[src/design/mvm_pkg.sv]
// Shared constants and types for the matrix-vector multiply block.
package mvm_pkg;

  localparam int COLUMNS_MAX_DEF = 1024;
  localparam int ROWS_MAX_DEF    = 1024;

  localparam int VALUE_W = 32;
  localparam int INDEX_W = 10;
  localparam int CFG_W   = 11;
  localparam int SUM_W   = 64;
  localparam int ROW_W   = 10;
  localparam int WIDE_W  = 17;

  localparam int MID_DEPTH = 4;
  localparam int OUT_DEPTH = 4;

  localparam logic [CFG_W-1:0] COLS_RESET = 11'd1024;

  localparam logic        KIND_VECTOR = 1'b0;
  localparam logic        KIND_MATRIX = 1'b1;

  localparam logic [SUM_W-1:0] SUM_MAX = {1'b0, {(SUM_W-1){1'b1}}};
  localparam logic [SUM_W-1:0] SUM_MIN = {1'b1, {(SUM_W-1){1'b0}}};

  typedef struct packed {
    logic [SUM_W-1:0] row_sum;
    logic [ROW_W-1:0] row_number;
    logic             overflow;
  } res_word_t;

endpackage

[src/design/mvm_front.sv]
// Front end: accepts words, tracks the column and tags the last element of each row.
module mvm_front import mvm_pkg::*; #(
  parameter int COLUMNS_MAX = COLUMNS_MAX_DEF
) (
  input  logic                      clk,
  input  logic                      rst,
  input  logic                      push,
  input  logic                      q_full,
  input  logic                      kind,
  input  logic signed [VALUE_W-1:0] element_value,
  input  logic [INDEX_W-1:0]        vector_index,
  input  logic [CFG_W-1:0]          columns_in_use,
  output logic                      q_push,
  output logic [$clog2(COLUMNS_MAX)+VALUE_W+1:0] q_data
);

  localparam int CW = $clog2(COLUMNS_MAX);

  logic [CW-1:0]     col;
  logic [CW-1:0]     col_next;
  logic [WIDE_W-1:0] cfg_wide;
  logic [WIDE_W-1:0] eff;
  logic [WIDE_W-1:0] col_plus;
  logic [WIDE_W-1:0] idx_wide;
  logic              accept;
  logic              last;
  logic              idx_ok;
  logic [CW-1:0]     addr;

  assign accept   = push && !q_full;
  assign cfg_wide = WIDE_W'(columns_in_use);
  assign idx_wide = WIDE_W'(vector_index);
  assign idx_ok   = idx_wide < WIDE_W'(COLUMNS_MAX);
  assign col_plus = WIDE_W'(col) + 1'b1;

  always_comb begin
    if (columns_in_use == '0) begin
      eff = WIDE_W'(1);
    end else if (cfg_wide > WIDE_W'(COLUMNS_MAX)) begin
      eff = WIDE_W'(COLUMNS_MAX);
    end else begin
      eff = cfg_wide;
    end
  end

  assign last     = (col_plus >= eff);
  assign col_next = last ? '0 : col_plus[CW-1:0];
  assign addr     = (kind == KIND_VECTOR) ? idx_wide[CW-1:0] : col;

  // entry: {is_load, last, addr, value}
  assign q_push = accept && ((kind == KIND_MATRIX) || idx_ok);
  assign q_data = {(kind == KIND_VECTOR), last, addr, element_value};

  always_ff @(posedge clk) begin
    if (rst) begin
      col <= '0;
    end else if (accept && (kind == KIND_MATRIX)) begin
      col <= col_next;
    end
  end

endmodule

[config.mk]
export PLATFORM = sky130hd
export DESIGN_NAME = mvm_front
export DESIGN_NICKNAME = d
export VERILOG_FILES = /design/src/design/mvm_pkg.sv /design/src/design/mvm_front.sv
export SDC_FILE = /design/constraint.sdc
export NUM_CORES = 1
export LEC_CHECK = 0
export ABC_CLOCK_PERIOD_IN_PS = 3200
export BUFFER_PORTS_ARGS = -buffer_cell sky130_fd_sc_hd__buf_2
export CELL_PAD_IN_SITES_DETAIL_PLACEMENT = 0
export CELL_PAD_IN_SITES_GLOBAL_PLACEMENT = 2
export CORE_MARGIN = 3
export CORE_UTILIZATION = 19
export DETAILED_ROUTE_END_ITERATION = 16
export PLACE_DENSITY = 0.89
export SETUP_SLACK_MARGIN = 0.15
export SYNTH_ARGS = -nofsm -noshare
export SYNTH_HDL_FRONTEND = slang
export SYNTH_SLANG_ARGS = --single-unit
[constraint.sdc]
create_clock -name clk -period 3.2 [get_ports clk]
set_clock_uncertainty 0.15 [all_clocks]
set_input_delay 0.16 -clock clk [delete_from_list [all_inputs] [get_ports clk]]
set_output_delay 0.16 -clock clk [all_outputs]
set_load 0.03 [all_outputs]
==> Word level (Yosys, flattened, before mapping) <==
Cells that the tools add are included.
{ "word_totals": {"regBits": 10, "elab_cells": 16, "in_bits": 58} }
{ "classes": {"add_sub_neg": 1, "n_reduce_logical": 6, "n_mux": 4, "n_bitwise": 1, "n_lt_le_gt_ge": 3} }
{ "op_table": {"columns": ["cell", "n"], "rows": [
  ["10-bit 2-to-1 mux", 2],
  ["11-bit by 17-bit >= comparator with 1-bit output", 1],
  ["17-bit 2-to-1 mux", 1],
  ["10-bit by 1-bit adder with 11-bit output (second input constant)", 1],
  ["11-bit greater-than comparator (second input constant)", 1],
  ["11-bit zero test", 1],
  ["10-bit by 11-bit < comparator with 1-bit output (second input constant)", 1],
  ["11-bit 2-to-1 mux", 1],
  ["1-bit logical AND", 3],
  ["1-bit zero test", 1],
  ["1-bit logical OR", 1],
  ["1-bit inverter", 1]
]} }

==> Depth between registers and ports, before layout <==
Gate-level depths: netlist of the first run.
{ "logic_depth": {"word_depth": 5, "mapped_depth": 11} }

==> Worst setup path after synthesis of the first run <==
Ideal clock, no wire load.
{ "synth_timing": {"path_kind": "register -> output", "startpoint": "register col[0]", "endpoint": "output q_data[42]", "path_slack_ps": 845, "arrival_ps": 2045, "stages_incl_launch_ff": 11, "path_cell_list": "dfxtp_1 > ha_1 > nand2_1 > xor2_1 > inv_1 > ha_1 > nand4_1 > nor2_1 > a21oi_1 > a21boi_2 > buf_4"} }
{ "synth_between": {"elab_chain_len": 2} }
{ "synth_rtl": {"columns": ["element", "line", "rtl"], "rows": [
  ["start, declared", "mvm_front.sv:19", "logic [CW-1:0] col;"],
  ["start signal, assigned", "mvm_front.sv:58", "col <= col_next;"],
  ["10-bit by 1-bit adder with 11-bit output", "mvm_front.sv:34", "assign col_plus = WIDE_W'(col) + 1'b1;"],
  ["11-bit by 17-bit >= comparator with 1-bit output", "mvm_front.sv:46", "assign last = (col_plus >= eff);"],
  ["end, declared", "mvm_front.sv:14", "output logic [$clog2(COLUMNS_MAX)+VALUE_W+1:0] q_data"]
]} }
No other way between the ends.

==> Worst setup path in the final report of the first run <==
{ "layout_timing": {"startpoint": "register col[1]", "endpoint": "output q_data[42]"} }
The elaborated chain is that of the path after synthesis.

==> flow_summary.ini, run 1 <==
[cts]
cts_made_buffers = 3
cts_num_sinks = 10
insertion_delay_ns = 0.23
clk_transition_reported_paths_ns = 0.04
clk_root_buffer_cell = clkbuf_8
cts.path.max_buffers = 2
cts.htree.levels = 1
cts_hold_buffers = 0
cts_tree = done

[power]
power.ir.vdd_worst_mv = 0.0621
seqPwrFrac_pct = 37.2
power_dissipated_by_switching_net_loads_mw = 0.102
comb_power_share_pct = 26.3
power.density_nw_per_um2 = 251
power.clock.fraction_pct = 36.4
fin_total_pwr_mw = 0.347
p_leak_nw = 0.649
power.internal_mw = 0.246
sw_share_pct = 29.3

[worst_setup_path]
worstSetupPathType = reg2out
worst_ep_required_time_ns = 2.89
worst_ep_arrival_time_ns = 2.52
worstPathMaxFanout = 6
critical_path.endpoint_type = output pin
startpoint_type = flop

[routing]
detail_route.iter0.violations = 55
drt.antenna.violating_nets = 0
pre_antenna_drt_iters = 4
wirelength_mm = 3.10
drt-wirelength-per-cell_um = 12.3
routed-via-count = 1089
post-route-drc-count = 0
detail_routed_via_count_per_cell = 4.34

[place]
post-place-cells = 247
hpwl_mm = 2.57
port_buffers = 38
gp_congestion = 0.761

[timing]
post_layout_minimum_cycle_time_ns = 2.83
fin_crit_sh_pct = 88.5
slew_viols_final = 0
whs_ns = 0.0679
clock.fmax_mhz = 353
setup-tns-final_ns = 0
finalSetupViolations = 0
relSlewSlack_pct = 73.2
hold_viol = 0
grt_setup_unrepaired = no
timing_worst_slew_pin_value_ns = 0.402

[outcome]
status = complete, no violations

[floorplan]
initial_util_pct = 20.1
pin_count = 103
chipWidth_um = 88.9
coreArea_um2 = 6490
core.rowCount = 29
dieHeight_um = 88.9
floorplan.die_area_um2 = 7910

[finish]
final_net_count = 246
final-seq-area_um2 = 203
layout.cells.non_filler = 251
syn2layout_area_growth_pct = 5.75
multi_input_comb_area_um2 = 810
post_route_cells_drive_above_1_share_pct = 35.6
fillers = 718
largest_registers = col (10)
fin_util_pct = 21.3
antenna-diode-count = 0
registers.top_by_ff_count = col
largest_register_ffs = 10

[hold_path]
type_of_the_worst_min_delay_path = in2reg

[logic_synthesis]
share_of_async_settable_or_async_resettable_flops_after_synthesis_pct = 0
synthCells = 168
syn-cell-area_um2 = 1310
post_synth.cell_area_avg_um2 = 7.78
yosys_warnings = 0
synth_largest_type_area_fraction_pct = 19.5
post_synth_num_cell_types = 33
netlist.top_cell.by_area = buf_4
syn-num-nets = 238
synthTopCellsByCount = buf_4 (34), nand2_1 (23), ha_1 (12)
synthTopCellsByArea = buf_4 (20%), dfxtp_1 (15%), ha_1 (11%)
yosys.cell_count.top_type = buf_4
flop_and_latch_count_out_of_synthesis = 10
synth_enable_flop_cells = 0
synth_sequential_area_ratio_pct = 15.3
ys.flop_type = dfxtp_1

[grt]
grt_max_degree = 14
antenna_violations_before_repair = 0
vias_in_the_first_global_route = 1004
globalRouteOverflowTotal = 0
grt_first_pass_wirelength_mm = 4.74
grt_use_total_pct = 7.77

[flow_run]
drv_cap = 0
==> what timing repair did <==
item | in CTS | in global routing
buffers inserted | 0 | 1
setup endpoints to repair | 0 | 2
gates resized for setup | 0 | 3
==> routing by layer <==
metal,track usage [%],wire [um],vias up
met3,1.29,249,6
met5,0,0,-
met2,11.9,1290,54
met1,10.3,1500,476
li1,-,-,553
met4,4.26,59,0
==> stage by stage <==
stage          cell area (um2)  setup slack, ns
3_3_place_gp              1330            0.588
5_1_grt                   1380            0.160
4_1_cts                   1370            0.199
6_report                  1380            0.368
2_1_floorplan             1310            0.845
3_5_place_dp              1330            0.519
==> path summary, 6_finish.rpt <==
check	from	to	depth (start not counted)	slack, ns
worst max-delay path	col[1]	q_data[42]	10	0.37
worst min-delay path	rst	col[8]	2	0.07
worst max register to register	col[1]	col[3]	11	0.50
worst min register to register	col[5]	col[5]	2	0.39
==> kinds of logic (layout without fill, tap and decap cells) <==
logic type | count (synthesis) | in the layout | synth area share [%]
simple gates | 60 | 60 | 24.6
buf+inv | 45 | 51 | 22.9
fa+ha+maj | 12 | 12 | 11.5
compound gates | 20 | 20 | 9.67
flops | 10 | 10 | 15.3
mux | 10 | 10 | 8.62
xor+xnor | 11 | 11 | 7.38
==> final cells by class <==
cell class,instances,area share (%)
Inverter,9,2.45
Multi-Input combinational cell,113,58.6
Clock buffer,3,2.99
Tap cell,77,6.97
Timing Repair Buffer,39,14.3
Sequential cell,10,14.7
==> power groups by stage <==
stage / clock, mW / sequential, mW / combinational [mW]
finish: 0.126 / 0.129 / 0.0914
floorplan: 0 / 0.130 / 0.133
global placement: 0 / 0.131 / 0.0906
detailed placement: 0 / 0.131 / 0.0906
global route: 0.133 / 0.129 / 0.101
CTS: 0.129 / 0.129 / 0.0910
==> critical path, cell delays in order (launching register included) <==
cell,delay [ns]
dfxtp_1,0.44
ha_2,0.31
nand2_1,0.09
xor2_1,0.22
inv_1,0.07
ha_1,0.30
nand4_1,0.11
nor2_1,0.12
a21oi_1,0.12
a21boi_2,0.26
buf_2,0.25
==> placed cells by master, fill, tap and decap left out, types with 2 or more instances in the layout <==
cell | Yosys | routed
buf_2 | 2 | 38
nand2_1 | 23 | 23
ha_1 | 12 | 11
nor2_1 | 10 | 10
mux2_2 | 10 | 10
inv_1 | 8 | 8
dfxtp_1 | 10 | 8
a21oi_1 | 6 | 6
xor2_1 | 6 | 6
nor3_1 | 5 | 5
nand3_1 | 5 | 5
xnor2_1 | 5 | 5
o21ai_0 | 5 | 5
o31ai_1 | 4 | 4
clkbuf_8 | 0 | 3
nor4_1 | 2 | 2
nor3_2 | 2 | 2
nor2b_1 | 2 | 2
nand2b_1 | 2 | 2
nand3b_1 | 2 | 2
dfxtp_2 | 0 | 2
Note: power is estimated with default switching activity, not from simulation.
==> run 2: changes to the inputs <==
Settings changed: BUFFER_PORTS_ARGS -buffer_cell sky130_fd_sc_hd__buf_2 to default, CORE_UTILIZATION 19 to 31, DONT_BUFFER_PORTS from default to 1.
==> flow_summary.ini, run 2 (same netlist as run 1, synthesis figures left out) <==
[cts]
cts.path.max_buffers = 2
clk_transition_reported_paths_ns = 0.05
cts_tree = done
insertion_delay_ns = 0.24
cts.htree.levels = 1
cts_num_sinks = 10
cts_made_buffers = 3
clk_root_buffer_cell = clkbuf_8

[routing]
routed-via-count = 985
post-route-drc-count = 0
wirelength_mm = 2.77
pre_antenna_drt_iters = 4
drt.antenna.violating_nets = 0
drt-wirelength-per-cell_um = 15.1
detail_routed_via_count_per_cell = 5.35
detail_route.iter0.violations = 43

[worst_setup_path]
worst_ep_required_time_ns = 2.89
start_of_the_worst_register_to_register_path = col[0]
r2r_cells = 10
worstPathMaxFanout = 8
crit_start = col[0]
destination_of_the_worst_register_to_register_timing_path = col[1]
worst_ep_arrival_time_ns = 2.50
startpoint_type = flop
worstSetupPathType = reg2out
critical_path.endpoint = q_data[42]
regToRegSetupSlack_ns = 0.41
critical_path.endpoint_type = output pin

[timing]
setup-tns-final_ns = 0
postLayoutSetupSlackWorst_ns = 0.390
post_layout_minimum_cycle_time_ns = 2.81
finalSetupViolations = 0
slew_viols_final = 0
hold_viol = 0
clock.fmax_mhz = 356
relSlewSlack_pct = 54.0
timing_worst_slew_pin_value_ns = 0.688
fin_crit_sh_pct = 87.8
grt_setup_unrepaired = yes

[grt]
globalRouteOverflowTotal = 0
vias_in_the_first_global_route = 898
grt_max_degree = 14
antenna_violations_before_repair = 0
grt_use_total_pct = 10.5
grt_first_pass_wirelength_mm = 4.22

[finish]
largest_registers = col (10)
final_net_count = 208
registers.top_by_ff_count = col
final_design_area_no_fill_um2 = 1160
antenna-diode-count = 0
layout.cells.non_filler = 184
fillers = 415
final_common_cell = nand2_1
largest_register_ffs = 10
post_route_cells_drive_above_1_share_pct = 14.7
mostFrequentLayoutCells = nand2_1 (23), ha_1 (12), nor2_1 (10), mux2_2 (10), dfxtp_1 (10)
syn2layout_area_growth_pct = -11.2

[power]
power.ir.vdd_worst_mv = 0.0885
power.density_nw_per_um2 = 283
p_leak_nw = 0.493

[place]
hpwl_mm = 2.24
gp_congestion = 0.809
port_buffers = 0
post-place-cells = 180
detailed_place.area_um2 = 1100
dp_worst_setup_slack_ns = 0.391

[floorplan]
core.rowCount = 22
pin_count = 103
initial_util_pct = 33.9
coreArea_um2 = 3850
floorplan.die_area_um2 = 5030
dieHeight_um = 70.9
chipWidth_um = 70.9

[hold_path]
type_of_the_worst_min_delay_path = in2reg

[outcome]
status = complete, no violations

[flow_run]
drv_cap = 0
-- run 2: critical path, cell delays in order (launching register included) --
cell	delay (ns)
dfxtp_1	0.46
ha_1	0.35
nand2_1	0.11
xor2_1	0.19
inv_1	0.07
ha_1	0.29
nand4_1	0.11
nor2_1	0.12
a21oi_1	0.15
a21boi_4	0.40
-- run 2: how the worst min path moves through the flow --
stage	depth (start not counted)	slack [ns]	end	from
2_1_floorplan	2	0.26	col[8]	rst
3_3_place_gp	1	0.08	col[8]	rst
3_5_place_dp	1	0.09	col[8]	rst
4_1_cts	2	0.08	col[6]	rst
5_1_grt	2	0.09	col[6]	rst
6_report	2	0.09	col[5]	rst
-- run 2: cell type report --
type	count	area (um2)	area share, %
Clock buffer	3	41.3	3.56
Inverter	9	33.8	2.91
Multi-Input combinational cell	113	815	70.2
Sequential cell	10	200	17.3
Tap cell	48	60.1	5.18
Timing Repair Buffer	1	10.0	0.863
-- run 2: routing by layer --
layer  global-route usage (%)  vias up  wire (um)
met1                     13.9      431       1290
met5                        0        -          0
met3                     4.12       15        341
met4                     5.85        0         96
li1                         -      477          -
met2                     14.3       62       1050
-- run 2: timing repair --
item / CTS / global route
setup endpoints to repair: 0 / 1
resized for setup: 0 / 1
hold buffers: 1 / 0
hold endpoints to repair: 10 / 0
setup buffers: 0 / 0
-- run 2: through the flow --
| step | utilization [%] | hold slack [ns] | power [mW] |
|---|---|---|---|
| 3_3_place_gp | 28.6 | 0.0823 | 0.193 |
| 4_1_cts | 29.9 | 0.0754 | 0.335 |
| 5_1_grt | 30.1 | 0.0926 | 0.344 |
| 2_1_floorplan | - | 0.257 | 0.263 |
| 6_report | 30.1 | 0.0873 | 0.329 |
| 3_5_place_dp | 28.6 | 0.0863 | 0.193 |
-- run 2: power breakdown --
group,internal [mW],switching (mW)
sequential,0.126,0.00248
combinational,0.0221,0.0432
clock,0.0826,0.0519
total,0.231,0.0976
==> run 3: changes to the inputs <==
Settings changed: CORE_ASPECT_RATIO from default to 1.4.
==> flow_summary.ini, run 3 (same netlist as run 1, synthesis figures left out) <==
[timing]
clock.fmax_mhz = 353
finalSetupViolations = 0
relSlewSlack_pct = 55.0
grt_setup_unrepaired = yes
slew_viols_final = 0
fin_crit_sh_pct = 88.6
timing_worst_slew_pin_value_ns = 0.674
setup-tns-final_ns = 0
post_layout_minimum_cycle_time_ns = 2.83
hold_viol = 0
postLayoutSetupSlackWorst_ns = 0.366

[finish]
mostFrequentLayoutCells = nand2_1 (23), ha_1 (12), nor2_1 (10), mux2_2 (10), dfxtp_1 (10)
antenna-diode-count = 0
final_common_cell = nand2_1
largest_register_ffs = 10
final_net_count = 208
fin_util_pct = 29.3
registers.top_by_ff_count = col
post_route_cells_drive_above_1_share_pct = 15.3
syn2layout_area_growth_pct = -10.6
largest_registers = col (10)

[place]
hpwl_mm = 2.29
gp_congestion = 0.844
dp_worst_setup_slack_ns = 0.309
port_buffers = 0

[routing]
wirelength_mm = 2.82
pre_antenna_drt_iters = 4
drt-wirelength-per-cell_um = 15.7
detail_routed_via_count_per_cell = 5.56
post-route-drc-count = 0
detail_route.iter0.violations = 61
routed-via-count = 1001
drt.antenna.violating_nets = 0

[floorplan]
core.rowCount = 27
dieHeight_um = 82.8
initial_util_pct = 32.8
floorplan.die_area_um2 = 5040
pin_count = 103
coreArea_um2 = 3990
chipWidth_um = 60.9

[cts]
insertion_delay_ns = 0.25
cts.path.max_buffers = 2
postCtsSetupBuffers = 0
cts.htree.levels = 1
clk_root_buffer_cell = clkbuf_8
cts_tree = done
cts_made_buffers = 3
clk_transition_reported_paths_ns = 0.05
cts_num_sinks = 10

[hold_path]
hold_path_startpoint = rst
min_to = col[6]
worst_hold_path.num_cells = 2
type_of_the_worst_min_delay_path = in2reg

[grt]
globalRouteOverflowTotal = 0
grt_max_degree = 14
grt_use_total_pct = 11.1
grt_first_pass_wirelength_mm = 4.42
vias_in_the_first_global_route = 962
antenna_violations_before_repair = 0

[power]
power.density_nw_per_um2 = 306
comb_power_share_pct = 18.3
sw_share_pct = 28.2
power_dissipated_by_switching_net_loads_mw = 0.101
power.clock.fraction_pct = 45.6
power.internal_mw = 0.257
p_leak_nw = 0.501
seqPwrFrac_pct = 36.0
power.ir.vdd_worst_mv = 0.122

[flow_run]
drv_cap = 0

[outcome]
status = complete, no violations

[worst_setup_path]
destination_of_the_worst_register_to_register_timing_path = col[1]
r2r_cells = 10
worstPathMaxFanout = 8
regToRegSetupSlack_ns = 0.39
start_of_the_worst_register_to_register_path = col[0]
worst_ep_required_time_ns = 2.89
worstSetupPathType = reg2out
worst_ep_arrival_time_ns = 2.52
critical_path.endpoint_type = output pin
startpoint_type = flop
==> run 3: cell types whose count changed in the layout (fill, tap and decap cells not counted), sizes merged <==
| cell | before | now |
|---|---|---|
| clkbuf | 3 | 4 |
==> run 3: power groups by stage <==
stage	Clock, mW	Combinational, mW	Sequential (mW)
2_1_floorplan	0	0.133	0.130
3_3_place_gp	0	0.0619	0.131
3_5_place_dp	0	0.0625	0.131
4_1_cts	0.167	0.0655	0.129
5_1_grt	0.174	0.0725	0.129
6_report	0.163	0.0656	0.129
==> run 3: critical path: stages (launching register included) <==
cell	delay [ns]
dfxtp_1	0.46
ha_1	0.35
nand2_1	0.10
xor2_1	0.20
inv_1	0.07
ha_1	0.29
nand4_1	0.12
nor2_1	0.12
a21oi_1	0.14
a21boi_4	0.41
==> run 3: repair_timing <==
item	in CTS	in global routing
resized for setup	0	1
hold buffers	1	0
endpoints found under the setup margin	0	6
hold endpoints to repair	8	0
==> run 3: per-stage QoR <==
| step | instance area (um2) | instances | hold WS, ns | total power [mW] |
|---|---|---|---|---|
| floorplan | 1310 | 168 | 0.257 | 0.263 |
| global placement | 1090 | 175 | 0.0817 | 0.193 |
| detailed placement | 1090 | 175 | 0.0844 | 0.194 |
| CTS | 1160 | 180 | 0.0831 | 0.361 |
| global route | 1170 | 180 | 0.0972 | 0.375 |
| finish | 1170 | 180 | 0.0935 | 0.358 |
==> run 3: how the worst max path moves through the flow <==
stage / startpoint / to / slack [ns] / depth (start not counted)
final: col[0] / q_data[42] / 0.37 / 9
after global routing: col[0] / col[1] / 0.1 / 10
after CTS: col[0] / q_data[42] / 0.25 / 9
after detailed placement: col[2] / col[0] / 0.31 / 9
after global placement: col[2] / col[0] / 0.43 / 9
after floorplan: col[0] / q_data[42] / 0.85 / 10
==> run 3: final cells by class <==
class / count / area [um2]
Fill cell: 437 / 2820
Multi-Input combinational cell: 113 / 815
Sequential cell: 10 / 200
Clock buffer: 4 / 55.1
Tap cell: 43 / 53.8
Inverter: 9 / 33.8
Timing Repair Buffer: 1 / 10.0
==> run 3: routing by layer <==
metal | vias to the layer above | track usage [%] | wire length (um)
li1 | 477 | - | -
met1 | 438 | 13.3 | 1160
met2 | 69 | 17.0 | 1240
met3 | 17 | 3.42 | 307
met4 | 0 | 6.31 | 110
met5 | - | 0 | 0
