File: src/design/mvm_pkg.sv
// Shared constants and types for the matrix-vector multiply block.
package mvm_pkg;

  localparam int COLUMNS_MAX_DEF = 1024;
  localparam int ROWS_MAX_DEF    = 1024;

  localparam int VALUE_W = 32;
  localparam int INDEX_W = 10;
  localparam int CFG_W   = 11;
  localparam int SUM_W   = 64;
  localparam int ROW_W   = 10;
  localparam int WIDE_W  = 17;

  localparam int MID_DEPTH = 4;
  localparam int OUT_DEPTH = 4;

  localparam logic [CFG_W-1:0] COLS_RESET = 11'd1024;

  localparam logic        KIND_VECTOR = 1'b0;
  localparam logic        KIND_MATRIX = 1'b1;

  localparam logic [SUM_W-1:0] SUM_MAX = {1'b0, {(SUM_W-1){1'b1}}};
  localparam logic [SUM_W-1:0] SUM_MIN = {1'b1, {(SUM_W-1){1'b0}}};

  typedef struct packed {
    logic [SUM_W-1:0] row_sum;
    logic [ROW_W-1:0] row_number;
    logic             overflow;
  } res_word_t;

endpackage

File: src/design/mvm_fifo.sv
// Small first-in first-out queue built from flip-flops.
module mvm_fifo import mvm_pkg::*; #(
  parameter int WIDTH = 8,
  parameter int DEPTH = MID_DEPTH
) (
  input  logic             clk,
  input  logic             rst,
  input  logic             push,
  input  logic [WIDTH-1:0] din,
  output logic             full,
  input  logic             pop,
  output logic [WIDTH-1:0] dout,
  output logic             empty
);

  localparam int AW   = (DEPTH > 1) ? $clog2(DEPTH) : 1;
  localparam int CNTW = $clog2(DEPTH + 1);

  logic [WIDTH-1:0] mem [DEPTH];
  logic [AW-1:0]    wr_ptr;
  logic [AW-1:0]    rd_ptr;
  logic [CNTW-1:0]  count;
  logic             do_push;
  logic             do_pop;

  assign full    = (count == CNTW'(DEPTH));
  assign empty   = (count == '0);
  assign do_push = push && !full;
  assign do_pop  = pop && !empty;
  assign dout    = mem[rd_ptr];

  always_ff @(posedge clk) begin
    if (do_push) begin
      mem[wr_ptr] <= din;
    end
  end

  always_ff @(posedge clk) begin
    if (rst) begin
      wr_ptr <= '0;
      rd_ptr <= '0;
      count  <= '0;
    end else begin
      if (do_push) begin
        wr_ptr <= (wr_ptr == AW'(DEPTH - 1)) ? '0 : wr_ptr + 1'b1;
      end
      if (do_pop) begin
        rd_ptr <= (rd_ptr == AW'(DEPTH - 1)) ? '0 : rd_ptr + 1'b1;
      end
      if (do_push && !do_pop) begin
        count <= count + 1'b1;
      end else if (do_pop && !do_push) begin
        count <= count - 1'b1;
      end
    end
  end

endmodule

File: config.mk
export PLATFORM = sky130hd
export DESIGN_NAME = mvm_fifo
export DESIGN_NICKNAME = d
export VERILOG_FILES = /design/src/design/mvm_pkg.sv /design/src/design/mvm_fifo.sv
export SDC_FILE = /design/constraint.sdc
export NUM_CORES = 1
export LEC_CHECK = 0
export BUFFER_PORTS_ARGS = -buffer_cell sky130_fd_sc_hd__buf_4
export CORE_MARGIN = 5
export CORE_UTILIZATION = 55
export DETAILED_ROUTE_END_ITERATION = 6
export MAX_ROUTING_LAYER = met4
export PLACE_DENSITY = 0.82
export SYNTH_ARGS = -nofsm -noshare
export SYNTH_HDL_FRONTEND = slang
export SYNTH_SLANG_ARGS = --single-unit
File: constraint.sdc
create_clock -name clk -period 2.7 [get_ports clk]
set_clock_uncertainty 0.2 [all_clocks]
set_input_delay 0.54 -clock clk [delete_from_list [all_inputs] [get_ports clk]]
set_output_delay 0.54 -clock clk [all_outputs]
set_load 0.01 [all_outputs]
---- Yosys cells after proc, flatten, opt, wreduce, memory -nomap -nowiden ----
Memory sizes are Yosys's and may differ from the RTL's. A register that Yosys moved wholly into a read port is not among the register bits.
Index checks and enable logic that the tools add are counted.
word-level totals
  register bits after elaboration ......... 7
  bits in latches ......................... 0
  RAM bits ................................ 32
  memory bits (read-only) ................. 0
  input port bits ......................... 12
  word-level logic and storage cells ...... 29
  memories kept ........................... 1
memories
  memory  words  width  rd ports  clocked after Yosys merged registers in  wr ports  RTL line        source
  mem     4      8      1         1                                        1         mvm_fifo.sv:19  logic [WIDTH-1:0] mem [DEPTH];
cells by class
  add/sub/neg operators ................... 4
  $mul .................................... 0
  div/mod/pow operators ................... 0
  magnitude comparators ................... 0
  eq/ne operators ......................... 3
  shift-type cells ........................ 0
  muxes and demuxes ....................... 8
  bitwise operators ....................... 0
  reductions and logical operators ........ 10
operators with widths
  kind                                              count
  2-to-1 mux 2 bit                                  4
  2-to-1 mux 3 bit                                  2
  adder 2 x 1 -> 2 bit, second input constant       2
  == test 2 bit, second input constant              2
  logical AND 1 bit                                 4
  logical NOT 1 bit                                 4
  adder 3 x 1 -> 3 bit, second input constant       1
  == test 3 bit, second input constant              1
  logical NOT 3 bit                                 1
  subtractor 3 x 1 -> 3 bit, second input constant  1
  2-to-1 mux 1 bit                                  2
  nonzero test 2 bit                                1

---- Longest topological paths before layout ----
Gate-level depths: netlist of run 1.
  depth in word-level cells ............... 7
  gate-level depth with buffers ........... 10
  gate-level depth less buffers ........... 9

---- Least setup slack after synthesis of run 1 ----
No wires, ideal clock.
  path type ............................... register to register
  from .................................... register count[0]
  to ...................................... register count[2]
  setup time .............................. 0.070 ns
  data arrival time ....................... 2.103 ns
  required time ........................... 2.430 ns
  slack ................................... 0.326 ns
  stages on the path, launching flop included .. 11
  period minus slack after synthesis ...... 2.374 ns
  path through ............................ dfxtp_1 or3b_1 buf_6 clkinv_4 nor2_2 ha_1 inv_1 fa_1 xor2_1 or3_2 a21oi_1
on the way
  word-level cells in the longest chain between the ends .. 6
  elaborated cells on any way between the ends .. 15
  those cells by class .................... add/sub (2); eq/ne (1); mux (2); reduce/logical (10)
RTL lines
  what                          RTL line        source
  start: declaration            mvm_fifo.sv:22  logic [CNTW-1:0] count;
  start signal: assignment      mvm_fifo.sv:51  count <= count + 1'b1;
  start signal: assignment      mvm_fifo.sv:53  count <= count - 1'b1;
  == test 3 bit *               mvm_fifo.sv:26  assign full = (count == CNTW'(DEPTH));
  net full                      mvm_fifo.sv:10  output logic full,
  logical NOT 1 bit *           mvm_fifo.sv:28  assign do_push = push && !full;
  logical AND 1 bit *           mvm_fifo.sv:28
  net do_push                   mvm_fifo.sv:23  logic do_push;
  logical NOT 1 bit             mvm_fifo.sv:52  end else if (do_pop && !do_push) begin
  logical AND 1 bit             mvm_fifo.sv:52
  nonzero test 2 bit (no line)  -
Mark *: on every way through the listed nets, which the timed path passes. The rest lies on a longest branch. The select of a mux whose other input is x is not followed.
A chain may end at the register's enable or synchronous reset.

==> impl_metrics.csv, run 1 <==
group,metric,value,unit
logic_synthesis,yosysTopAreaCellShare,0.584,
grt,grt_max_degree,14,
logic_synthesis,synth_top_cell_by_area,"edfxtp_1",
routing,vias,858,
logic_synthesis,synth.area.top_cells,"edfxtp_1, dfxtp_1, mux4_2, ha_1, and3_2",
sta,setup_slack,0.180,ns
floorplan,coreArea,2810,um^2
clock_tree,insertion_delay,0.34,ns
logic_synthesis,syn_nets,111,
final_layout,layout-drive-gt1-share,0.410,
critical_path,cp-end-kind,"output port",
power_and_ir_drop,ir_worst_vdd,0.520,mV
logic_synthesis,yosys_register_bits,41,
logic_synthesis,synth.distinct_cells,26,
clock_tree,cts_max_level,2,
final_layout,synthToLayoutAreaGrowth,16.7,%
sta,period_share,0.933,
routing,drt.antenna.violating_nets,0,
critical_path,crit_type,"register to output port",
power_and_ir_drop,leakage,0.719,nW
logic_synthesis,synth_warnings,0,
floorplan,start_util,0.587,
critical_path,worstRegToRegCells,9,
logic_synthesis,syn_inst,92,
critical_path,arrival,1.78,ns
clock_tree,cts_buffer_depth,2,
critical_path,max_stage_delay,0.69,ns
critical_path,crit_buf_inv,1,
grt,antenna_found_initial,0,
routing,routedLengthMet1,1100,um
sta,min_period,2.52,ns
job,cap_violations,0,
floorplan,core.rowCount,19,
placement,dpl.hpwl,1860,um
routing,dr.pass1.iters,4,
grt,grt_pass1_wl,4530,um
routing,wl_met3,160,um
logic_synthesis,synth.most_common_cell,"edfxtp_1",
clock_tree,cts_hold_buf,0,
routing,top_layer,"met4",
clock_tree,cts_buffers,5,
final_layout,final_nets,135,
clock_tree,cts_tree,"yes",
worst_hold_path,min_path_cells,1,
routing,avgViaCountPerCell,5.80,
placement,io_buffers,21,
floorplan,die_x,64.7,um
critical_path,crit_path_top_delay_cell,"dfxtp_1",
sta,setup_viol,0,
clock_tree,clock_sink_count,41,
routing,routedWlPerCell,18.5,um
critical_path,path_cells,"mux4_2 -> buf_4",
critical_path,path_max_fanout,8,
placement,dpl_worst_slack,0.109,ns
routing,drt_iter0_markers,39,
critical_path,crit_family,"flip-flops",
clock_tree,cts.clk_slew.worst_paths,0.11,ns
routing,wl,2740,um
power_and_ir_drop,power,0.00174,W
grt,grt_pass1_vias,908,
logic_synthesis,synth_common_cells,"edfxtp_1, dfxtp_1, mux4_2",
floorplan,ios,22,
final_layout,diodes,0,
sta,hold_violations,0,
floorplan,die_y,64.7,um
sta,worstMarginPinSlew,0.554,ns
floorplan,die-area,4190,um^2
logic_synthesis,async_reset_ff_frac,0,
sta,maxSlewViolCount,0,
logic_synthesis,ys_seq_area_frac,0.694,
logic_synthesis,synth_edf_count,32,
logic_synthesis,syn_avg_cell_area,17.9,um^2
grt,grtUsageTotal,0.157,
sta,max_freq,0.397,GHz
clock_tree,clockRootBuffer,"clkbuf_4",
worst_hold_path,holdCritPathClass,"primary input to register",
power_and_ir_drop,power_density,905,nW/um^2
critical_path,cp.depth,2,
sta,rsz0062_at_grt,"no",
clock_tree,cts_resized,0,
logic_synthesis,syn_area,1650,um^2
logic_synthesis,synthFlopType,"edfxtp_1",
critical_path,cp.required,1.96,ns
clock_tree,cts_setup_buffers,0,
run_status,status,"completed",
sta,fin_setup_tns,0,ns
critical_path,startpoint_type,"register",
routing,remaining_drc_errors,0,
routing,route.met2.wl,1430,um
grt,overflow,0,
sta,max_slew_margin,0.630,
placement,gp_congestion,0.683,
## cells by family after synthesis
group,after synthesis,share of synthesized area
DFF,41,0.694
and+or+nand+nor,16,0.0570
muxes,10,0.122
buffers and inverters,9,0.0289
AOI/OAI and AO/OA,7,0.0304
adders and majority gates,7,0.0578
xor gates and xnor gates,2,0.0106
## area by class of cell
type                       instances  area [um^2]
sequential                        41         1140
clock inverter                     2         35.0
fill                             196          886
timing repair buffer              21          158
multi-input combinational         42          459
tap                               31         38.8
clock buffer                       6         62.6
inverter                           5         23.8
## flip-flops by register name (all words and copies together) (netlist names), named ones only
| signal | count |
|---|---|
| rd_ptr | 2 |
| wr_ptr | 2 |
| count | 3 |
| mem | 32 |
## stage by stage
stage / instance area (um^2) / std cells / hold WS [ns] / utilization
4_1_cts: 1920 / 148 / 0.172 / 0.683
3_5_place_dp: 1820 / 140 / 0.301 / 0.648
6_report: 1920 / 148 / 0.188 / 0.684
2_1_floorplan: 1650 / 92 / 0.263 / -
5_1_grt: 1920 / 148 / 0.144 / 0.684
3_3_place_gp: 1820 / 140 / 0.277 / 0.648
## placed cells by master (no fill, tap or decap), drive strengths merged, types with 3 or more instances in the layout
cell    Yosys  layout
a21oi       3       3
and3        4       4
buf         3      21
clkbuf      1       6
dfxtp       9       9
edfxtp     32      32
ha          6       6
inv         4       4
mux4        8       8
nor2        4       4
## worst reg2reg max path, delay by kind of cell (launching register included)
family | cells | cell delay, ns
compound gates | 1 | 0.14
xor+xnor | 1 | 0.16
fa+ha+maj | 2 | 0.57
buf+inv | 2 | 0.12
flops | 1 | 0.46
simple gates | 3 | 0.78
## path summary, 6_finish.rpt
kind                                              from  slack (ns)                      to
worst max register to register   count[1]$_SDFFE_PP0P_        0.22   count[2]$_SDFFE_PP0P_
worst min-delay path                            din[3]        0.19     mem[0][3]$_DFFE_PP_
worst max-delay path                          register        0.18                 dout[7]
worst min register to register  rd_ptr[0]$_SDFFE_PP0P_        0.30  rd_ptr[0]$_SDFFE_PP0P_
## per-layer routing
layer	vias up	track usage
met1	433	0.169
met2	21	0.258
li1	400	-
met5	-	-
met4	0	0.0633
met3	4	0.0639
## where the power goes
part           switching (W)  leakage [nW]  internal, W
Sequential         0.0000802         0.368     0.000771
Clock               0.000193        0.0534     0.000250
Combinational       0.000197         0.298     0.000246
Note: power is estimated with default switching activity, not from simulation.
==> run 2: changes to the inputs <==
--- a/config.mk
+++ b/config.mk
@@ -11,6 +11,7 @@
 export DETAILED_ROUTE_END_ITERATION = 6
 export MAX_ROUTING_LAYER = met4
 export PLACE_DENSITY = 0.82
+export REMOVE_ABC_BUFFERS = 1
 export SYNTH_ARGS = -nofsm -noshare
 export SYNTH_HDL_FRONTEND = slang
 export SYNTH_SLANG_ARGS = --single-unit
==> run 2 against run 1 <==
  * Design area shrank 2.5%
  * Utilization is 1.7 points lower
  * Sequential power decreased by 0.8%
  * Hold slack improved by 0.013 ns
  * Power shrank 9.9%
  * Count of clock-buffer cells in the layout fell by 1
  * Flip-flop and latch count stayed put
  * Die area unchanged
  * Final cell count unchanged
  * Critical path type is now register to register
  * Critical endpoint is now count[2]$_SDFFE_PP0P_
  * Largest cell class unchanged
==> impl_metrics.csv, run 2 (synthesis results as in run 1) <==
group,metric,value,unit
critical_path,cp-end-kind,"register",
job,cap_violations,0,
critical_path,crit_path_top_delay_cell,"dfxtp_1",
sta,max_slew_margin,0.642,
clock_tree,cts.clk_slew.worst_paths,0.11,ns
routing,remaining_drc_errors,0,
critical_path,startpoint,"count[0]$_SDFFE_PP0P_",
critical_path,path_cells,"or3b_4 -> clkinv_4 -> nor2_2 -> ha_1 -> inv_1 -> fa_1 -> xor2_1 -> or3_2 -> a21oi_1",
sta,hold_violations,0,
floorplan,coreArea,2810,um^2
grt,antenna_found_initial,0,
grt,grt_pass1_vias,882,
power_and_ir_drop,leakage,0.695,nW
sta,min_period,2.50,ns
run_status,status,"completed",
critical_path,r2r_end,"count[2]$_SDFFE_PP0P_",
grt,overflow,0,
sta,rsz0062_at_grt,"no",
floorplan,die-area,4190,um^2
routing,vias,836,
final_layout,fill_cells,192,
floorplan,start_util,0.587,
critical_path,max_stage_delay,0.47,ns
sta,setup_viol,0,
floorplan,core.rowCount,19,
clock_tree,cts_max_level,2,
clock_tree,clock_sink_count,41,
sta,maxSlewViolCount,0,
critical_path,worstSetupEndpoint,"count[2]$_SDFFE_PP0P_",
critical_path,timing.rr.start,"count[0]$_SDFFE_PP0P_",
routing,drt.antenna.violating_nets,0,
routing,dr.pass1.iters,4,
critical_path,path_max_fanout,7,
clock_tree,insertion_delay,0.33,ns
worst_hold_path,holdCritPathClass,"primary input to register",
clock_tree,clockRootBuffer,"clkbuf_4",
placement,dpl.hpwl,1750,um
final_layout,top_regs,"mem: 32 flops, count: 3 flops",
critical_path,arrival,2.57,ns
grt,grt_pass1_wl,4210,um
routing,avgViaCountPerCell,5.65,
critical_path,worstRegToRegCells,9,
critical_path,cp.required,2.78,ns
grt,grt_max_degree,13,
sta,period_share,0.925,
floorplan,ios,22,
power_and_ir_drop,ir_worst_vdd,0.419,mV
critical_path,crit_type,"register to register",
power_and_ir_drop,power_density,836,nW/um^2
final_layout,diodes,0,
final_layout,synthToLayoutAreaGrowth,13.7,%
power_and_ir_drop,power,0.00156,W
final_layout,final_nets,135,
final_layout,largest_reg_flops,32,
routing,wl,2500,um
final_layout,largest-register,"mem",
final_layout,layout_commonest_cell,"edfxtp_1",
clock_tree,cts_tree,"yes",
critical_path,reg2reg_slack,0.20,ns
clock_tree,cts_buffers,5,
final_layout,mostFrequentLayoutCells,"edfxtp_1, buf_4, dfxtp_1",
sta,worstMarginPinSlew,0.537,ns
sta,fin_setup_tns,0,ns
placement,io_buffers,21,
grt,grtUsageTotal,0.143,
clock_tree,cts_buffer_depth,2,
final_layout,layout-drive-gt1-share,0.385,
placement,gp_congestion,0.812,
sta,max_freq,0.400,GHz
floorplan,die_y,64.7,um
routing,routedWlPerCell,16.9,um
floorplan,die_x,64.7,um
worst_hold_path,min_path_cells,1,
critical_path,startpoint_type,"register",
routing,drt_iter0_markers,29,
[run 2: cell types whose count changed in the layout (fill, tap and decap cells not counted)]
cell / delta
clkinv_1: +2
bufinv_16: -1
clkbuf_16: -1
dfxtp_1: +1
dfxtp_2: -1
[run 2: layer usage]
layer / track usage / share of wire
met2: 0.224 / 0.52
met4: 0.0818 / 0.017
met1: 0.165 / 0.44
met3: 0.0432 / 0.028
met5: - / 0
[run 2: critical path: cells and delay by family (launching register included)]
kind	cells	cell delay (ns)
DFF	1	0.47
AOI/OAI and AO/OA	1	0.14
xor gates and xnor gates	1	0.16
buffers and inverters	2	0.13
adders and majority gates	2	0.60
and+or+nand+nor	3	0.75
[run 2: where the power goes]
| group | internal (W) | switching, W |
|---|---|---|
| combinational | 0.000247 | 0.000196 |
| sequential | 0.000769 | 0.0000755 |
| clock | 0.0000943 | 0.000182 |
[run 2: worst min path at each step]
stage	startpoint	end	slack [ns]
6_report	din[4]	mem[0][4]$_DFFE_PP_	0.20
3_5_place_dp	rd_ptr[0]$_SDFFE_PP0P_	rd_ptr[0]$_SDFFE_PP0P_	0.30
2_1_floorplan	rd_ptr[0]$_SDFFE_PP0P_	register	0.26
5_1_grt	din[2]	mem[2][2]$_DFFE_PP_	0.18
3_3_place_gp	rd_ptr[0]$_SDFFE_PP0P_	rd_ptr[0]$_SDFFE_PP0P_	0.27
4_1_cts	din[2]	mem[2][2]$_DFFE_PP_	0.19
[run 2: cell type report]
class / count / area (um^2) / area share
inverter: 5 / 23.8 / 0.0127
timing repair buffer: 21 / 158 / 0.0843
multi-input combinational: 42 / 459 / 0.245
clock inverter: 3 / 12.5 / 0.00669
clock buffer: 5 / 37.5 / 0.0201
tap: 31 / 38.8 / 0.0207
sequential: 41 / 1140 / 0.610
[run 2: timing repair]
action                     4_1_cts  5_1_grt
setup buffers                    0        0
resized for setup                0        1
hold endpoints to repair         0        0
setup endpoints to repair        0        1
hold buffers                     0        0
[run 2: metrics by stage]
step                      utilization  worst slack [ns]  std cells  hold slack (ns)  area (um^2)
after global placement          0.648             0.234        140            0.271         1820
after global routing            0.667            0.0180        148            0.175         1870
after CTS                       0.666             0.109        148            0.186         1870
final                           0.667             0.202        148            0.201         1870
after detailed placement        0.648             0.133        140            0.302         1820
after floorplan                     -             0.284         88            0.256         1620
==> run 3: changes to the inputs <==
--- a/config.mk
+++ b/config.mk
@@ -6,10 +6,8 @@
 export NUM_CORES = 1
 export LEC_CHECK = 0
 export BUFFER_PORTS_ARGS = -buffer_cell sky130_fd_sc_hd__buf_4
-export CORE_MARGIN = 5
 export CORE_UTILIZATION = 55
 export DETAILED_ROUTE_END_ITERATION = 6
-export MAX_ROUTING_LAYER = met4
 export PLACE_DENSITY = 0.82
 export REMOVE_ABC_BUFFERS = 1
 export SYNTH_ARGS = -nofsm -noshare
==> constraint.sdc (replaced) <==
create_clock -name clk -period 2.6 [get_ports clk]
set_clock_uncertainty 0.2 [all_clocks]
set_input_delay 0.52 -clock clk [delete_from_list [all_inputs] [get_ports clk]]
set_output_delay 0.52 -clock clk [all_outputs]
set_load 0.01 [all_outputs]
==> run 3 against run 2 <==
  * The flow now finishes with violations (DRC)
  * Utilization grew 2.2 points
  * Count of clock-buffer cells in the layout up 1
  * Critical path depth stayed put
  * Flip-flop and latch count unchanged
  * Sequential share of layout area fell by 1.8 points
  * Critical path type unchanged
  * Register-to-register slack got worse by 0.06 ns
  * Die area down 23%
  * Hold slack got worse by 0.044 ns
  * Non-clock buffer count increased by 2
  * Global-route usage up 4.4 points
==> impl_metrics.csv, run 3 (synthesis results as in run 1) <==
group,metric,value,unit
run_status,status,"finished, violations left",
run_status,violations,"DRC",
sta,min_period,2.46,ns
sta,worstMarginPinSlew,0.393,ns
floorplan,ios,22,
placement,dpl.hpwl,1740,um
floorplan,coreArea,2810,um^2
placement,dpl.cell_count,142,
placement,postPlaceCellArea,1830,um^2
clock_tree,cts_max_level,2,
grt,antenna_found_initial,0,
power_and_ir_drop,power_density,928,nW/um^2
routing,avgViaCountPerCell,5.60,
final_layout,top_regs,"mem: 32 flops, count: 3 flops",
grt,grt_pass1_vias,873,
critical_path,cp.required,2.70,ns
floorplan,core.rowCount,19,
routing,vias,840,
sta,maxSlewViolCount,0,
clock_tree,insertion_delay,0.35,ns
final_layout,final_area,1930,um^2
grt,overflow,0,
routing,drt_iter0_markers,42,
sta,max_freq,0.407,GHz
final_layout,mostFrequentLayoutCells,"edfxtp_1, buf_4, mux4_2",
sta,period_share,0.946,
critical_path,cp-end-kind,"register",
floorplan,die-area,3210,um^2
final_layout,layout_commonest_cell,"edfxtp_1",
sta,max_slew_margin,0.738,
clock_tree,cts_hold_buf,0,
final_layout,seq_area,1140,um^2
final_layout,final_cells,150,
final_layout,diodes,0,
critical_path,crit_type,"register to register",
critical_path,startpoint_type,"register",
final_layout,multi_input_area,465,um^2
clock_tree,clock_sink_count,41,
placement,gp_congestion,0.700,
clock_tree,cts_buffer_depth,2,
final_layout,fill_cells,190,
power_and_ir_drop,leakage,0.719,nW
routing,remaining_drc_errors,6,
routing,wl,2530,um
final_layout,largest-register,"mem",
floorplan,die_x,56.7,um
routing,drt.antenna.violating_nets,0,
critical_path,arrival,2.56,ns
clock_tree,clockRootBuffer,"clkbuf_4",
grt,grtUsageTotal,0.187,
power_and_ir_drop,ir_worst_vdd,0.566,mV
sta,fin_setup_tns,0,ns
clock_tree,cts_buffers,5,
final_layout,synthToLayoutAreaGrowth,17.5,%
floorplan,die_y,56.7,um
job,cap_violations,0,
placement,io_buffers,21,
routing,routedWlPerCell,16.9,um
clock_tree,cts.clk_slew.worst_paths,0.13,ns
final_layout,largest_reg_flops,32,
sta,hold_violations,0,
final_layout,final_nets,137,
sta,rsz0062_at_grt,"no",
routing,dr.pass1.iters,6,
clock_tree,cts_tree,"yes",
sta,setup_viol,0,
worst_hold_path,holdCritPathClass,"primary input to register",
grt,grt_max_degree,14,
critical_path,path_max_fanout,5,
floorplan,start_util,0.587,
final_layout,layout-drive-gt1-share,0.420,
grt,grt_pass1_wl,4130,um
-- run 3: final timing paths --
path | slack (ns) | start | endpoint | cells after the start
hold / removal | 0.16 | din[2] | mem[3][2]$_DFFE_PP_ | 1
setup reg to reg | 0.14 | count[2]$_SDFFE_PP0P_ | count[2]$_SDFFE_PP0P_ | 9
setup / recovery | 0.14 | count[2]$_SDFFE_PP0P_ | count[2]$_SDFFE_PP0P_ | 9
hold reg to reg | 0.32 | rd_ptr[0]$_SDFFE_PP0P_ | rd_ptr[0]$_SDFFE_PP0P_ | 2
-- run 3: repair_timing --
action                     in CTS  in global routing
resized for setup               0                  3
setup endpoints to repair       0                  1
setup buffers                   0                  0
-- run 3: layout make-up --
class	count	area share
multi-input cells	42	0.241
well taps	31	0.0201
inverters	5	0.0123
clock buffers	6	0.0265
clock inverters	2	0.0194
repair buffers	23	0.0893
flip-flops and latches	41	0.592
-- run 3: routing by layer --
metal  up-vias  track usage  routed length [um]
li1        402            -                   -
met1       411        0.220                1140
met2        21        0.299                1200
met3         6       0.0760                 148
met4         0       0.0857                  49
met5         -            0                   0
-- run 3: critical path: stages (launching register included) --
cell and delay [ns]:
dfxtp_1 0.39, or3b_1 0.27, clkinv_4 0.07, nor2_2 0.13, ha_1 0.20, inv_1 0.06, fa_1 0.38, xor2_1 0.16
or3_2 0.40, a21oi_1 0.14
-- run 3: per-stage QoR --
step	power, W	setup WS [ns]	hold slack (ns)	util
after floorplan	0.00117	0.184	0.256	-
after global placement	0.00134	0.205	0.272	0.653
after detailed placement	0.00137	0.104	0.304	0.653
after CTS	0.00180	0.0864	0.145	0.685
after global routing	0.00189	0.0257	0.130	0.689
final	0.00179	0.141	0.157	0.689
-- run 3: power breakdown --
group	leakage, nW	internal [W]	switching (W)	total, W
Clock	0.0445	0.000228	0.000207	0.000436
Sequential	0.368	0.000801	0.0000635	0.000865
Combinational	0.307	0.000268	0.000226	0.000494
